$ cat src/sv/rfdts_pkg.sv
`timescale 1ns / 1ps
// ----------------------------------------------------------------------------
// rfdts_pkg: shared types and constants of the RFID frame deframer
// Frame layout constants, status codes and the controller/datapath links.
// ----------------------------------------------------------------------------
package rfdts_pkg;

  localparam int MAX_FRAME_BYTES = 29;
  localparam int TAG_SLOTS       = 5;
  localparam int FRAMES_PER_SLOT = 128;

  localparam logic [7:0] START_BYTE = 8'hBB;
  localparam logic [7:0] END_BYTE   = 8'h7E;
  localparam logic [7:0] NOISE_B1   = 8'h01;
  localparam logic [7:0] NOISE_B2   = 8'hFF;
  localparam logic [7:0] NOISE_RSSI = 8'h15;
  localparam int         KEY_POS    = 22;
  localparam int         OVERHEAD   = 7;

  // byte counter holds 0 .. MAX_FRAME_BYTES-1
  localparam int CNT_W  = $clog2(MAX_FRAME_BYTES + 1);
  localparam int SLOT_W = (TAG_SLOTS > 1) ? $clog2(TAG_SLOTS) : 1;
  // payload length plus overhead, up to 255 + 7
  localparam int TOT_W  = 9;

  typedef enum logic [2:0] {
    FS_STORED   = 3'd0,
    FS_FILTERED = 3'd1,
    FS_FULL     = 3'd2,
    FS_BAD_END  = 3'd3,
    FS_TOO_LONG = 3'd4
  } frame_status_t;

  typedef struct packed {
    logic byte_xfer;  // an input byte transfers this cycle
    logic eval;       // resolve the finished frame into the output register
  } dp_cmd_t;

  typedef struct packed {
    logic may_finish; // the next byte could end or drop the frame
    logic finish;     // the byte on the input ends or drops the frame
  } dp_status_t;

endpackage

$ cat src/sv/rfdts_in_if.sv
`timescale 1ns / 1ps
// ----------------------------------------------------------------------------
// rfdts_in_if: received byte channel
// Valid/ready channel carrying one serial byte per transfer.
// ----------------------------------------------------------------------------
interface rfdts_in_if;
  logic       valid;
  logic       ready;
  logic [7:0] rx_byte;

  modport source (output valid, output rx_byte, input ready);
  modport sink   (input valid, input rx_byte, output ready);
endinterface

$ cat src/sv/rfdts_out_if.sv
`timescale 1ns / 1ps
// ----------------------------------------------------------------------------
// rfdts_out_if: frame result channel
// Valid/ready channel carrying one frame report per transfer.
// ----------------------------------------------------------------------------
interface rfdts_out_if;
  logic              valid;
  logic              ready;
  logic        [2:0] status;
  logic        [2:0] slot_index;
  logic signed [7:0] rssi;
  logic        [4:0] frame_length;
  logic        [7:0] slot_count;

  modport source (output valid, output status, output slot_index, output rssi,
                  output frame_length, output slot_count, input ready);
  modport sink   (input valid, input status, input slot_index, input rssi,
                  input frame_length, input slot_count, output ready);
endinterface

$ cat src/sv/rfdts_dp.sv
`timescale 1ns / 1ps
// ----------------------------------------------------------------------------
// rfdts_dp: deframer datapath
// Byte counter, captured header bytes, tag slot table and output register.
// ----------------------------------------------------------------------------
module rfdts_dp (
  input  logic                        clk,
  input  logic                        rst_n,
  input  rfdts_pkg::dp_cmd_t          cmd,
  output rfdts_pkg::dp_status_t       stat,
  input  logic                  [7:0] rx_byte,
  output logic                  [2:0] status,
  output logic                  [2:0] slot_index,
  output logic signed           [7:0] rssi,
  output logic                  [4:0] frame_length,
  output logic                  [7:0] slot_count
);

  localparam int CntW  = rfdts_pkg::CNT_W;
  localparam int SlotW = rfdts_pkg::SLOT_W;
  localparam int TotW  = rfdts_pkg::TOT_W;
  localparam int Slots = rfdts_pkg::TAG_SLOTS;

  logic [CntW-1:0] cnt_r, cnt_nxt;
  logic [7:0]      b1_r, b2_r, b4_r, b5_r;
  logic [7:0]      key_r;
  logic            too_long_r, bad_end_r;
  logic [7:0]      slot_key_r [Slots];
  logic [7:0]      slot_cnt_r [Slots];

  logic [TotW-1:0] total;
  logic [CntW:0]   cnt_inc;
  logic            too_long;
  logic            filtered;
  logic            hit_found;
  logic [SlotW-1:0] hit_idx;
  logic [7:0]      cnt_sel;
  logic [7:0]      cnt_new;
  rfdts_pkg::frame_status_t res_status;

  assign total    = TotW'(b4_r) + TotW'(rfdts_pkg::OVERHEAD);
  assign cnt_inc  = {1'b0, cnt_r} + (CntW+1)'(1);
  assign too_long = (total > TotW'(rfdts_pkg::MAX_FRAME_BYTES));

  // from byte five on, each byte may drop the frame or end it
  assign stat.may_finish = (cnt_r >= CntW'(5)) &&
                           (too_long || (TotW'(cnt_inc) == total));
  assign stat.finish     = stat.may_finish;

  always_comb begin
    cnt_nxt = cnt_r;
    if (cmd.byte_xfer) begin
      if (cnt_r == '0) begin
        if (rx_byte == rfdts_pkg::START_BYTE) cnt_nxt = CntW'(1);
      end else if (stat.finish) begin
        cnt_nxt = '0;
      end else begin
        cnt_nxt = cnt_inc[CntW-1:0];
      end
    end
  end

  always_ff @(posedge clk) begin
    if (!rst_n) begin
      cnt_r <= '0;
    end else begin
      cnt_r <= cnt_nxt;
    end
  end

  // capture the header bytes; keep the key byte stale across short frames
  always_ff @(posedge clk) begin
    if (!rst_n) begin
      key_r <= 8'h00;
    end else if (cmd.byte_xfer && cnt_r == CntW'(rfdts_pkg::KEY_POS)) begin
      key_r <= rx_byte;
    end
  end

  always_ff @(posedge clk) begin
    if (cmd.byte_xfer) begin
      if (cnt_r == CntW'(1)) b1_r <= rx_byte;
      if (cnt_r == CntW'(2)) b2_r <= rx_byte;
      if (cnt_r == CntW'(4)) b4_r <= rx_byte;
      if (cnt_r == CntW'(5)) b5_r <= rx_byte;
      if (stat.finish && cnt_r != '0) begin
        too_long_r <= too_long;
        bad_end_r  <= (rx_byte != rfdts_pkg::END_BYTE);
      end
    end
  end

  // first slot that holds the key or is empty
  always_comb begin
    hit_found = 1'b0;
    hit_idx   = '0;
    for (int i = Slots - 1; i >= 0; i--) begin
      if (slot_key_r[i] == key_r || slot_key_r[i] == 8'h00) begin
        hit_found = 1'b1;
        hit_idx   = SlotW'(i);
      end
    end
  end

  assign cnt_sel  = slot_cnt_r[hit_idx];
  assign cnt_new  = (cnt_sel < 8'(rfdts_pkg::FRAMES_PER_SLOT)) ? cnt_sel + 8'd1 : cnt_sel;
  assign filtered = (b5_r == 8'h00) ||
                    (b1_r == rfdts_pkg::NOISE_B1 && b2_r == rfdts_pkg::NOISE_B2 &&
                     b5_r == rfdts_pkg::NOISE_RSSI);

  always_comb begin
    priority if (too_long_r) begin
      res_status = rfdts_pkg::FS_TOO_LONG;
    end else if (bad_end_r) begin
      res_status = rfdts_pkg::FS_BAD_END;
    end else if (filtered) begin
      res_status = rfdts_pkg::FS_FILTERED;
    end else if (!hit_found) begin
      res_status = rfdts_pkg::FS_FULL;
    end else begin
      res_status = rfdts_pkg::FS_STORED;
    end
  end

  always_ff @(posedge clk) begin
    if (!rst_n) begin
      for (int i = 0; i < Slots; i++) begin
        slot_key_r[i] <= 8'h00;
        slot_cnt_r[i] <= 8'h00;
      end
    end else if (cmd.eval && res_status == rfdts_pkg::FS_STORED) begin
      slot_key_r[hit_idx] <= key_r;
      slot_cnt_r[hit_idx] <= cnt_new;
    end
  end

  always_ff @(posedge clk) begin
    if (cmd.eval) begin
      status       <= res_status;
      rssi         <= b5_r;
      frame_length <= too_long_r ? 5'd0 : total[4:0];
      if (res_status == rfdts_pkg::FS_STORED) begin
        slot_index <= 3'(hit_idx);
        slot_count <= cnt_new;
      end else begin
        slot_index <= 3'd0;
        slot_count <= 8'd0;
      end
    end
  end

  a_cnt_in_range: assert property (@(posedge clk) disable iff (!rst_n)
    cnt_r < CntW'(rfdts_pkg::MAX_FRAME_BYTES))
    else $error("byte counter ran past the frame limit");

  a_slot_sat: assert property (@(posedge clk) disable iff (!rst_n)
    slot_cnt_r[0] <= 8'(rfdts_pkg::FRAMES_PER_SLOT))
    else $error("slot count passed saturation");

  a_restart: assert property (@(posedge clk) disable iff (!rst_n)
    cmd.byte_xfer && stat.finish |=> cnt_r == '0)
    else $error("hunt did not restart after frame end");

endmodule

$ cat src/sv/rfdts_ctrl.sv
`timescale 1ns / 1ps
// ----------------------------------------------------------------------------
// rfdts_ctrl: deframer controller
// Sequences byte reception, frame evaluation and the output handshake.
// ----------------------------------------------------------------------------
module rfdts_ctrl (
  input  logic                  clk,
  input  logic                  rst_n,
  input  logic                  in_valid,
  output logic                  in_ready,
  output logic                  out_valid,
  input  logic                  out_ready,
  input  rfdts_pkg::dp_status_t stat,
  output rfdts_pkg::dp_cmd_t    cmd
);

  typedef enum logic [1:0] {
    S_RX   = 2'b01,
    S_EVAL = 2'b10
  } ctrl_state_t;

  ctrl_state_t state_r, state_nxt;
  logic        out_valid_r, out_valid_nxt;

  // in receive, stall only a byte that may report while the report slot is busy
  assign in_ready      = (state_r == S_RX) &&
                         (!stat.may_finish || !out_valid_r || out_ready);
  assign cmd.byte_xfer = in_valid && in_ready;
  assign cmd.eval      = (state_r == S_EVAL);
  assign out_valid     = out_valid_r;

  always_comb begin
    state_nxt = state_r;
    unique case (state_r)
      S_RX: begin
        if (cmd.byte_xfer && stat.finish) state_nxt = S_EVAL;
      end
      S_EVAL: begin
        state_nxt = S_RX;
      end
      default: begin
        state_nxt = S_RX;
      end
    endcase
  end

  always_comb begin
    out_valid_nxt = out_valid_r;
    if (cmd.eval) begin
      out_valid_nxt = 1'b1;
    end else if (out_ready) begin
      out_valid_nxt = 1'b0;
    end
  end

  always_ff @(posedge clk) begin
    if (!rst_n) begin
      state_r     <= S_RX;
      out_valid_r <= 1'b0;
    end else begin
      state_r     <= state_nxt;
      out_valid_r <= out_valid_nxt;
    end
  end

  a_eval_one_cycle: assert property (@(posedge clk) disable iff (!rst_n)
    state_r == S_EVAL |=> state_r == S_RX)
    else $error("evaluation lasted more than one cycle");

  a_eval_slot_free: assert property (@(posedge clk) disable iff (!rst_n)
    state_r == S_EVAL |-> !out_valid_r)
    else $error("evaluation would overwrite a pending report");

  a_no_rx_in_eval: assert property (@(posedge clk) disable iff (!rst_n)
    state_r == S_EVAL |-> !in_ready)
    else $error("byte taken during evaluation");

endmodule

$ cat src/sv/rfid_frame_deframer_tag_sorter.sv
`timescale 1ns / 1ps
// ----------------------------------------------------------------------------
// rfid_frame_deframer_tag_sorter: RFID reader frame deframer and tag sorter
// A frame's last byte starts evaluation, which fills the output register.
// Throughput: one byte per cycle, none in evaluation (slot lookup and update);
//   a frame's final byte waits while the previous report is unsent.
// Reset: synchronous, active low; clears the hunt, the slot table and the
//   stale key byte, and clears the output valid flag.
// ----------------------------------------------------------------------------
module rfid_frame_deframer_tag_sorter (
  input  logic        clk,
  input  logic        rst_n,
  rfdts_in_if.sink    in_ch,
  rfdts_out_if.source out_ch
);

  rfdts_pkg::dp_cmd_t    cmd;
  rfdts_pkg::dp_status_t stat;

  // Controller: two states. In receive it takes a byte every cycle, but holds
  // off a byte that could close a frame while the previous report still waits
  // for its transfer. The evaluation state then resolves the frame.
  rfdts_ctrl u_ctrl (
    .clk       (clk),
    .rst_n     (rst_n),
    .in_valid  (in_ch.valid),
    .in_ready  (in_ch.ready),
    .out_valid (out_ch.valid),
    .out_ready (out_ch.ready),
    .stat      (stat),
    .cmd       (cmd)
  );

  // Datapath: byte counter and header capture (bytes 1, 2, 4, 5 and the key
  // byte 22), the end-byte and length checks, the parallel slot search and
  // the output register that holds the report until it transfers.
  rfdts_dp u_dp (
    .clk          (clk),
    .rst_n        (rst_n),
    .cmd          (cmd),
    .stat         (stat),
    .rx_byte      (in_ch.rx_byte),
    .status       (out_ch.status),
    .slot_index   (out_ch.slot_index),
    .rssi         (out_ch.rssi),
    .frame_length (out_ch.frame_length),
    .slot_count   (out_ch.slot_count)
  );

endmodule

$ cat src/flat_wrapper.sv
// flat-port wrapper written by rule: the top's interface ports become plain ports
module rfid_frame_deframer_tag_sorter_flat 
  (clk, rst_n, in_ch_valid, in_ch_rx_byte, in_ch_ready, out_ch_valid, out_ch_status, out_ch_slot_index, out_ch_rssi, out_ch_frame_length, out_ch_slot_count, out_ch_ready);
  rfdts_in_if in_ch_i ();
  rfdts_out_if out_ch_i ();
  input  logic clk;
  input  logic rst_n;
  input wire logic [$bits(in_ch_i.valid)-1:0] in_ch_valid;
  input wire logic [$bits(in_ch_i.rx_byte)-1:0] in_ch_rx_byte;
  output wire logic [$bits(in_ch_i.ready)-1:0] in_ch_ready;
  output wire logic [$bits(out_ch_i.valid)-1:0] out_ch_valid;
  output wire logic [$bits(out_ch_i.status)-1:0] out_ch_status;
  output wire logic [$bits(out_ch_i.slot_index)-1:0] out_ch_slot_index;
  output wire logic [$bits(out_ch_i.rssi)-1:0] out_ch_rssi;
  output wire logic [$bits(out_ch_i.frame_length)-1:0] out_ch_frame_length;
  output wire logic [$bits(out_ch_i.slot_count)-1:0] out_ch_slot_count;
  input wire logic [$bits(out_ch_i.ready)-1:0] out_ch_ready;
  assign in_ch_i.valid = in_ch_valid;
  assign in_ch_i.rx_byte = in_ch_rx_byte;
  assign in_ch_ready = in_ch_i.ready;
  assign out_ch_valid = out_ch_i.valid;
  assign out_ch_status = out_ch_i.status;
  assign out_ch_slot_index = out_ch_i.slot_index;
  assign out_ch_rssi = out_ch_i.rssi;
  assign out_ch_frame_length = out_ch_i.frame_length;
  assign out_ch_slot_count = out_ch_i.slot_count;
  assign out_ch_i.ready = out_ch_ready;
  rfid_frame_deframer_tag_sorter u_core (.clk(clk), .rst_n(rst_n), .in_ch(in_ch_i), .out_ch(out_ch_i));
endmodule
$ cat config.mk
export PLATFORM = sky130hd
export DESIGN_NAME = rfid_frame_deframer_tag_sorter_flat
export DESIGN_NICKNAME = d
export VERILOG_FILES = /design/src/sv/rfdts_pkg.sv /design/src/sv/rfdts_in_if.sv /design/src/sv/rfdts_out_if.sv /design/src/sv/rfdts_dp.sv /design/src/sv/rfdts_ctrl.sv /design/src/sv/rfid_frame_deframer_tag_sorter.sv /design/src/flat_wrapper.sv
export SDC_FILE = /design/constraint.sdc
export NUM_CORES = 1
export LEC_CHECK = 0
export ABC_AREA = 1
export BUFFER_PORTS_ARGS = -buffer_cell sky130_fd_sc_hd__buf_4
export CORE_MARGIN = 4
export CORE_UTILIZATION = 61
export DETAILED_ROUTE_END_ITERATION = 12
export PLACE_DENSITY = 0.8
export SYNTH_ARGS = -nofsm -noshare
export SYNTH_HDL_FRONTEND = slang
export SYNTH_SLANG_ARGS = --single-unit
export TNS_END_PERCENT = 30
$ cat constraint.sdc
create_clock -name clk -period 3.4 [get_ports clk]
set_input_delay 0.17 -clock clk [delete_from_list [all_inputs] [get_ports clk]]
set_output_delay 0.17 -clock clk [all_outputs]
set_load 0.005 [all_outputs]
# == Yosys cells after proc, flatten, opt, wreduce, memory -nomap -nowiden ==
# Memories as Yosys holds them, arrays and structs flattened.
# Index checks and enable logic that the tools add are counted.
# classes
add_sub_neg,3
n_lt_le_gt_ge,3
eq_ne,19
muxes,30
n_reduce_logical,39
# op_table
op,count
$logic_not A8 Y1,6
$eq A8 B8 Y1,5
$mux W3,8
$mux W8,3
$eq A8 B8 Y1 const B,2
$reduce_or A8 Y1,2
$mux W5,3
$reduce_and A2 Y1,7
$mux W1,13
$eq A5 B3 Y1 const B,2
$add A8 B3 Y9 const B,1
$eq A6 B9 Y1,1
$gt A9 B5 Y1 const B,1
$logic_and A1 B1 Y1,9
$logic_or A1 B1 Y1,9
$add A8 B1 Y8 const B,1
$eq A8 B1 Y1 const B,1
$eq A8 B5 Y1 const B,1
$lt A8 B8 Y1 const B,1
$ne A8 B7 Y1 const B,1
$add A5 B1 Y6 const B,1
$mux W2,3
$eq A5 B1 Y1 const B,1
$eq A5 B2 Y1 const B,1
other kinds (10),11
# word_totals
ff_bits,77
ram_bits,80
out_inout_bits,29
elab_cells,111
n_memories,2
# memory_table
name,depth,word_bits,rd,rd_clocked_by_memory_dff,write_ports,line,text
u_core.u_dp.slot_cnt_r,5,8,1,0,5,rfdts_dp.sv:29,logic [7:0] slot_cnt_r [Slots];
u_core.u_dp.slot_key_r,5,8,5,0,5,rfdts_dp.sv:28,logic [7:0] slot_key_r [Slots];

# == Depth between registers and ports, before layout ==
# Gate-level depths: netlist (run 1).
# An unclocked memory read counts as a cell.
# depth
depth_word,19
ltp_mapped,23
mapped_depth_nobuf,21

# == Hierarchy ==
# A second synthesis (run 1) with hierarchy kept.
# hier_totals
cells_unflattened,755
hier_area_um2,7548.5
# by_module_without_submodules
module,n_inst,cells_each,area_each_um2,seq_area_each_um2
rfdts_dp,1,736,7392.1,4494.3
rfdts_ctrl,1,19,156.4,60.1

# == Least setup slack after synthesis (run 1) ==
# No wires, ideal clock.
# synth_timing
path_kind,register to register
startpoint,register u_core.u_dp.cnt_r[0]
endpoint,"register u_core.u_dp.b5_r[0], enable pin"
arrival_time_ns,2.461
path_slack_ns,0.545
path_stages_with_launch,11
path_buffers,0
synth_period_minus_slack_ns,2.855
cell_sequence,dfxtp_1 inv_1 ha_1 or2_2 nand4_1 nor3_1 nand3_1 a21oi_1 nand3_1 nand3_2 nor4_1
# synth_via
elab_chain_cells,10
# synth_rtl
item,line,text
start: declaration,rfdts_dp.sv:24,"logic [CntW-1:0] cnt_r, cnt_nxt;"
start signal: assignment,rfdts_dp.sv:67,cnt_r <= cnt_nxt;
$add A5 B1 Y6,rfdts_dp.sv:42,"assign cnt_inc = {1'b0, cnt_r} + (CntW+1)'(1);"
$eq A6 B9 Y1,rfdts_dp.sv:47,(too_long || (TotW'(cnt_inc) == total));
$logic_or A1 B1 Y1,rfdts_dp.sv:47,
$logic_and A1 B1 Y1,rfdts_dp.sv:46,assign stat.may_finish = (cnt_r >= CntW'(5)) &&
$logic_not A1 Y1,rfdts_ctrl.sv:27,(!stat.may_finish || !out_valid_r || out_ready);
$logic_or A1 B1 Y1 (2 in a row),rfdts_ctrl.sv:27,
$logic_and A1 B1 Y1,rfdts_ctrl.sv:26,assign in_ready = (state_r == S_RX) &&
$logic_and A1 B1 Y1,rfdts_ctrl.sv:28,assign cmd.byte_xfer = in_valid && in_ready;
$reduce_and A2 Y1 (no source line) *,--,
end signal: assignment,rfdts_dp.sv:85,if (cnt_r == CntW'(5)) b5_r <= rx_byte;
end: declaration,rfdts_dp.sv:25,"logic [7:0] b1_r, b2_r, b4_r, b5_r;"
# Every way passes the cells marked *; elsewhere a longest branch is shown, timed or not.
# A chain may end at the register's enable or synchronous reset.

==> impl_metrics.json, run 1 <==
{
  "core_area_mm2": 0.0121,
  "finalSetupViolCount": 0,
  "die-height_um": 120,
  "fill_cells": 845,
  "max-cap-violations": 0,
  "fin_nets": 871,
  "grt_use_total_pct": 26.5,
  "yosys-top-cells-area": "edfxtp_1, nand2_1, nor2_1, dfxtp_1, inv_1",
  "hold_violations": 0,
  "firstDrtPassIters": 8,
  "route.vias.total": 5806,
  "syn_area_per_cell_um2": 9.66,
  "ir_drop_uv": 470,
  "pwr-share-clk_pct": 44.0,
  "place.port_buffers": 40,
  "clock_skew_ns": 0.00880,
  "cp-start-kind": "register",
  "setup_ws_ns": 0.233,
  "p_leak_nw": 3.57,
  "period_share_pct": 93.2,
  "drv_slew": 0,
  "path_clk_slew_ns": 0.06,
  "start_util_pct": 62.9,
  "critPathRequiredTime_ns": 3.58,
  "htree_levels": 4,
  "hp-class": "in2reg",
  "relSlewSlack_pct": 26.4,
  "ys_ff_latch": 157,
  "syn_area_mm2": 0.00761,
  "tightest_slew_ns": 1.10,
  "fin_crit_ns": 3.17,
  "antenna_found_initial": 0,
  "drt-initial-drc-count": 789,
  "drt-vias-per-instance": 5.62,
  "place_ws_ns": 0.212,
  "ys_seq_area_share_pct": 59.8,
  "gp_congestion": 0.924,
  "insertion_delay_ns": 0.43,
  "crit_type": "reg2reg",
  "clockBufferDepth": 2,
  "die_w_um": 120,
  "p_per_area_mw_per_mm2": 487,
  "drive_above_1_share_pct": 18.0,
  "post_dp_cell_area_mm2": 0.00817,
  "synth.largest_area_cell": "edfxtp_1",
  "ant_nets": 0,
  "grt_pass1_vias": 5651,
  "rsz0062_at_grt": "yes",
  "p_sw_mw": 1.06,
  "root_buffer": "clkbuf_16",
  "area_growth_pct": 16.5,
  "status": "finished, final reports clean",
  "async_reset_ff_share_pct": 0,
  "intPower_mw": 3.26,
  "diodes": 0,
  "io_pins": 41,
  "synth-edff-count": 141,
  "yosys_most_used_dff": "edfxtp_1",
  "wire_per_inst_um": 17.5,
  "grt_overflow": 0,
  "crit_fanout": 10,
  "synth_cells": 788,
  "numCtsBuffers": 17,
  "swShare_pct": 24.5,
  "drt-total-wl_mm": 18.1,
  "crit_path_end_kind": "register",
  "dpl.hpwl_mm": 12.4,
  "yosys.cell_types.count": 38,
  "regToRegSetupSlack_ns": 0.23,
  "fp.dieArea_mm2": 0.0143,
  "synth_nets": 807,
  "grt_pass1_wl_mm": 28.9,
  "crit_arrival_ns": 3.34,
  "synth.top_cell.area_share_pct": 55.6,
  "grt_max_degree": 28,
  "clock.fmax_mhz": 316,
  "cts.sinks": 157,
  "drc": 0,
  "pwr-share-seq_pct": 49.5,
  "power_frac_comb_pct": 6.4,
  "synth_warnings": 0,
  "fp-row-count": 40,
  "fin_area_mm2": 0.00886,
  "cts_tree": "done"
}
state kept, by name, summed over array words and instances (netlist names), 3 cells and up:
signal / count
u_core.u_dp.slot_index: 3
u_core.u_dp.b1_r: 8
u_core.u_dp.rssi: 8
u_core.u_dp.slot_key_r: 40
u_core.u_dp.b2_r: 8
u_core.u_dp.b5_r: 8
u_core.u_dp.status: 3
u_core.u_dp.b4_r: 8
u_core.u_dp.slot_cnt_r: 40
u_core.u_dp.frame_length: 5
u_core.u_dp.slot_count: 8
u_core.u_dp.key_r: 8
u_core.u_dp.cnt_r: 5
per-stage QoR:
| step | hold slack [ns] | std cells | power [mW] | TNS, ns | util, % |
|---|---|---|---|---|---|
| detailed placement | 0.420 | 993 | 2.45 | 0 | 67.5 |
| floorplan | 0.269 | 788 | 2.35 | 0 | - |
| global placement | 0.422 | 993 | 2.44 | 0 | 67.5 |
| CTS | 0.00546 | 1033 | 4.33 | 0 | 73.0 |
| global route | 0.0261 | 1033 | 4.46 | -0.0177 | 73.2 |
| finish | 0.0179 | 1033 | 4.32 | 0 | 73.2 |
cells in the final DEF, fill, tap and decap left out, drive strengths merged, types with 4 or more instances in the layout:
cell,instances
a21oi,27
buf,58
clkbuf,17
dfxtp,16
dlygate4sd3,8
edfxtp,141
ha,7
inv,104
nand2,194
nand3,30
nand3b,11
nand4,18
nor2,160
nor3,8
nor4,7
o21ai,20
xnor2,20
xor2,4
cell usage after synthesis, types with 2 or more instances:
library cell	number
nor2_2	11
nand3b_1	11
nand2_4	2
edfxtp_1	141
a21oi_1	27
nand2_2	20
clkbuf_1	4
xor2_1	4
o21ai_0	17
buf_2	13
nor4_1	7
dfxtp_1	16
nor2_1	143
nand3_1	26
inv_2	4
nand3_2	4
ha_1	7
inv_4	5
or4_1	3
xnor2_1	20
buf_6	4
nand2_1	172
inv_1	85
nor2_4	5
nand4_1	18
nor3_1	7
area by class of cell:
type	count	area [um^2]	share of cell area [%]
flip-flops and latches	157	4560	51.5
multi-input cells	516	2580	29.1
repair buffers	66	553	6.24
clock buffers	17	425	4.80
inverters	94	365	4.12
well taps	168	210	2.37
clock inverters	15	171	1.93
worst max-delay path: stages (launching register included):
cell     delay (ns)
dfxtp_1        0.47
inv_2          0.15
nand2_1        0.09
nand2_1        0.06
nor2_1         0.10
nand2_1        0.13
nor2_1         0.13
nor2_1         0.06
nand2_1        0.18
nor2_2         0.11
nand2_1        0.08
nand3_1        0.10
nor2_2         0.23
ha_1           0.19
nand4_1        0.15
nor2_1         0.27
nand3_1        0.13
nand2_1        0.23
nor2_1         0.07
cells by family (layout without fill, tap and decap cells):
logic type	after synthesis	in the layout	synth area share, %
compound gates	50	50	3.71
simple gates	435	435	26.1
fa+ha+maj	7	7	1.15
buf+inv	115	192	6.44
xor+xnor	24	24	2.76
flops	157	157	59.8
layer usage:
metal	up-vias	track usage [%]	wire length, um
li1	2724	-	-
met1	2742	33.2	6810
met2	279	44.6	9150
met3	61	5.47	1470
met4	0	11.9	673
met5	-	0	0
final timing paths:
path                        start                           end  depth (start not counted)
max          u_core.u_dp.key_r[3]  u_core.u_dp.slot_cnt_r[3][4]                         18
min reg2reg   u_core.u_dp.b5_r[3]           u_core.u_dp.rssi[3]                          0
min                  out_ch_ready       u_core.u_ctrl.out_valid                          4
max reg2reg  u_core.u_dp.key_r[3]  u_core.u_dp.slot_cnt_r[3][4]                         18
power groups by stage:
stage	sequential [mW]	combinational, mW	clock, mW
finish	2.14	0.278	1.90
global route	2.14	0.302	2.02
CTS	2.14	0.275	1.92
detailed placement	2.18	0.264	0
global placement	2.18	0.256	0
floorplan	2.18	0.171	0
timing repair:
action,in CTS,in global routing
gates resized for setup,0,9
hold buffers,8,0
endpoints found under the hold margin,32,0
endpoints found under the setup margin,0,23
buffers inserted,0,0
No activity file was read; power rests on OpenSTA's default activity.
==> run 2, diff against run 1 <==
- ABC_AREA: 1 -> unset
- CAP_MARGIN: unset -> 20
- CORE_UTILIZATION: 61 -> 60
- PLACE_DENSITY: 0.8 -> 0.79
- SLEW_MARGIN: unset -> 20
==> run 2 against run 1 <==
Compared with the run above:
- setup slack got worse by 0.085 ns
- clock-buffer cell count rose by 1
- via count fell by 17%
- sequential cell count did not move
- final area fell by 2.6%
- largest power group unchanged
- critical path type unchanged
==> impl_metrics.json, run 2 <==
{
  "status": "finished, final reports clean",
  "critPathRequiredTime_ns": 3.54,
  "crit_fanout": 8,
  "drt-initial-drc-count": 418,
  "finalSetupViolCount": 0,
  "crit_path_end_kind": "register",
  "yosys_most_used_dff": "edfxtp_1",
  "layout.cells.most_common": "edfxtp_1",
  "drt-vias-per-instance": 5.93,
  "start_util_pct": 62.1,
  "fin_crit_ns": 3.25,
  "ant_nets": 0,
  "crit_arrival_ns": 3.39,
  "crit_start": "u_core.u_dp.b4_r[0]",
  "fp-row-count": 39,
  "firstDrtPassIters": 5,
  "largest_registers": "u_core.u_dp.slot_cnt_r: 40 flops, u_core.u_dp.slot_key_r: 40 flops",
  "synth_warnings": 0,
  "synth.largest_area_cell": "edfxtp_1",
  "clock.fmax_mhz": 307,
  "grt_overflow": 0,
  "drive_above_1_share_pct": 23.9,
  "fill_cells": 682,
  "min_from": "rst_n",
  "yosysMostFrequentCell": "edfxtp_1",
  "p_per_area_mw_per_mm2": 475,
  "route.vias.total": 4818,
  "yosys.cell_types.count": 68,
  "ys_ff_latch": 157,
  "core_area_mm2": 0.0116,
  "area_growth_pct": 20.2,
  "crit_type": "reg2reg",
  "insertion_delay_ns": 0.43,
  "path_clk_slew_ns": 0.07,
  "hold_slack_ns": 0.0396,
  "synth.top_cell.area_share_pct": 58.9,
  "setup_ws_ns": 0.148,
  "drc": 0,
  "dpl.hpwl_mm": 11.0,
  "power_mw": 4.10,
  "period_share_pct": 95.6,
  "ir_drop_uv": 308,
  "wire_per_inst_um": 19.7,
  "diodes": 0,
  "tightest_slew_ns": 0.962,
  "io_pins": 41,
  "place.port_buffers": 40,
  "cp-start-kind": "register",
  "die_w_um": 117,
  "numCtsBuffers": 17,
  "place_ws_ns": -0.141,
  "ys_seq_area_share_pct": 63.4,
  "synth_nets": 576,
  "clockBufferDepth": 2,
  "fin_nets": 675,
  "grt_max_degree": 30,
  "tns_ns": 0,
  "drt-total-wl_mm": 16.0,
  "grt_use_total_pct": 24.2,
  "antenna_found_initial": 0,
  "clock_skew_ns": 0.00774,
  "root_buffer": "clkbuf_16",
  "synth_cells": 557,
  "cts.sinks": 157,
  "syn_area_per_cell_um2": 12.9,
  "grt_pass1_vias": 4830,
  "gp_congestion": 0.925,
  "hold_violations": 0,
  "cts_tree": "done",
  "yosys-top-cells-count": "edfxtp_1, nor2_1, and2_1",
  "htree_levels": 4,
  "yosys-top-cells-area": "edfxtp_1, xnor2_1, dfxtp_1, nor2_1, and2_1",
  "r2r_start": "u_core.u_dp.b4_r[0]",
  "grt_pass1_wl_mm": 25.7,
  "syn_area_mm2": 0.00718,
  "synth-edff-count": 141,
  "die-height_um": 117,
  "async_reset_ff_share_pct": 0,
  "relSlewSlack_pct": 35.3,
  "drv_slew": 0,
  "fp.dieArea_mm2": 0.0138,
  "max-cap-violations": 0,
  "hp-class": "in2reg",
  "p_leak_nw": 3.22,
  "final_cell_mix": "edfxtp_1, buf_4, nor2_1",
  "rsz0062_at_grt": "no"
}
[run 2: metal layers]
layer	wire, um	up-vias	global-route usage (%)
met5	0	-	0
met4	374	0	9.02
met3	1060	36	6.06
met2	7830	184	38.8
met1	6750	2341	32.2
li1	-	2257	-
[run 2: final timing paths]
| check | end | cells after the start | slack, ns |
|---|---|---|---|
| worst max register to register | u_core.u_dp.b5_r[2] | 10 | 0.15 |
| worst max-delay path | u_core.u_dp.b5_r[2] | 10 | 0.15 |
| worst min-delay path | u_core.u_ctrl.state_r[0] | 2 | 0.04 |
| worst min register to register | u_core.u_dp.rssi[3] | 0 | 0.45 |
[run 2: where the power goes]
part	leakage (nW)	total [mW]	internal, mW	switching, mW
registers	1.50	2.16	2.13	0.0244
clock network	0.270	1.78	0.962	0.816
logic	1.45	0.169	0.0731	0.0962
total	3.22	4.10	3.17	0.937
[run 2: cells by family after synthesis]
logic type / share of synthesized area (%)
xor+xnor: 7.11
flops: 63.4
simple gates: 17.9
compound gates: 6.27
mux: 1.39
buf+inv: 2.77
fa+ha+maj: 1.22
[run 2: worst max-delay path, stage by stage (launching register included)]
cell and delay [ns]:
edfxtp_1 0.49, inv_1 0.15, ha_1 0.23, nand2b_1 0.10, a211o_1 0.29, a2111oi_1 0.43, o31ai_1 0.22, o32a_2 0.27
a21oi_1 0.34, and4b_1 0.26, buf_4 0.18
[run 2: area by class of cell]
type | instances | area [um^2] | share of cell area (%)
clock inverters | 14 | 126 | 1.46
repair buffers | 105 | 821 | 9.50
multi-input cells | 366 | 2480 | 28.7
clock buffers | 18 | 429 | 4.97
inverters | 9 | 33.8 | 0.391
well taps | 143 | 179 | 2.07
flip-flops and latches | 157 | 4570 | 52.9
[run 2: repair_timing]
item	4_1_cts	5_1_grt
setup endpoints to repair	29	123
hold buffers	8	0
buffers inserted	0	1
endpoints found under the hold margin	32	0
pin swaps	0	1
gates resized for setup	6	16
[run 2: stage by stage]
| stage | instance area [um^2] | util (%) | instances |
|---|---|---|---|
| floorplan | 7190 | - | 557 |
| global placement | 7930 | 68.6 | 771 |
| detailed placement | 7930 | 68.6 | 771 |
| CTS | 8590 | 74.3 | 811 |
| global route | 8640 | 74.7 | 812 |
| finish | 8640 | 74.7 | 812 |
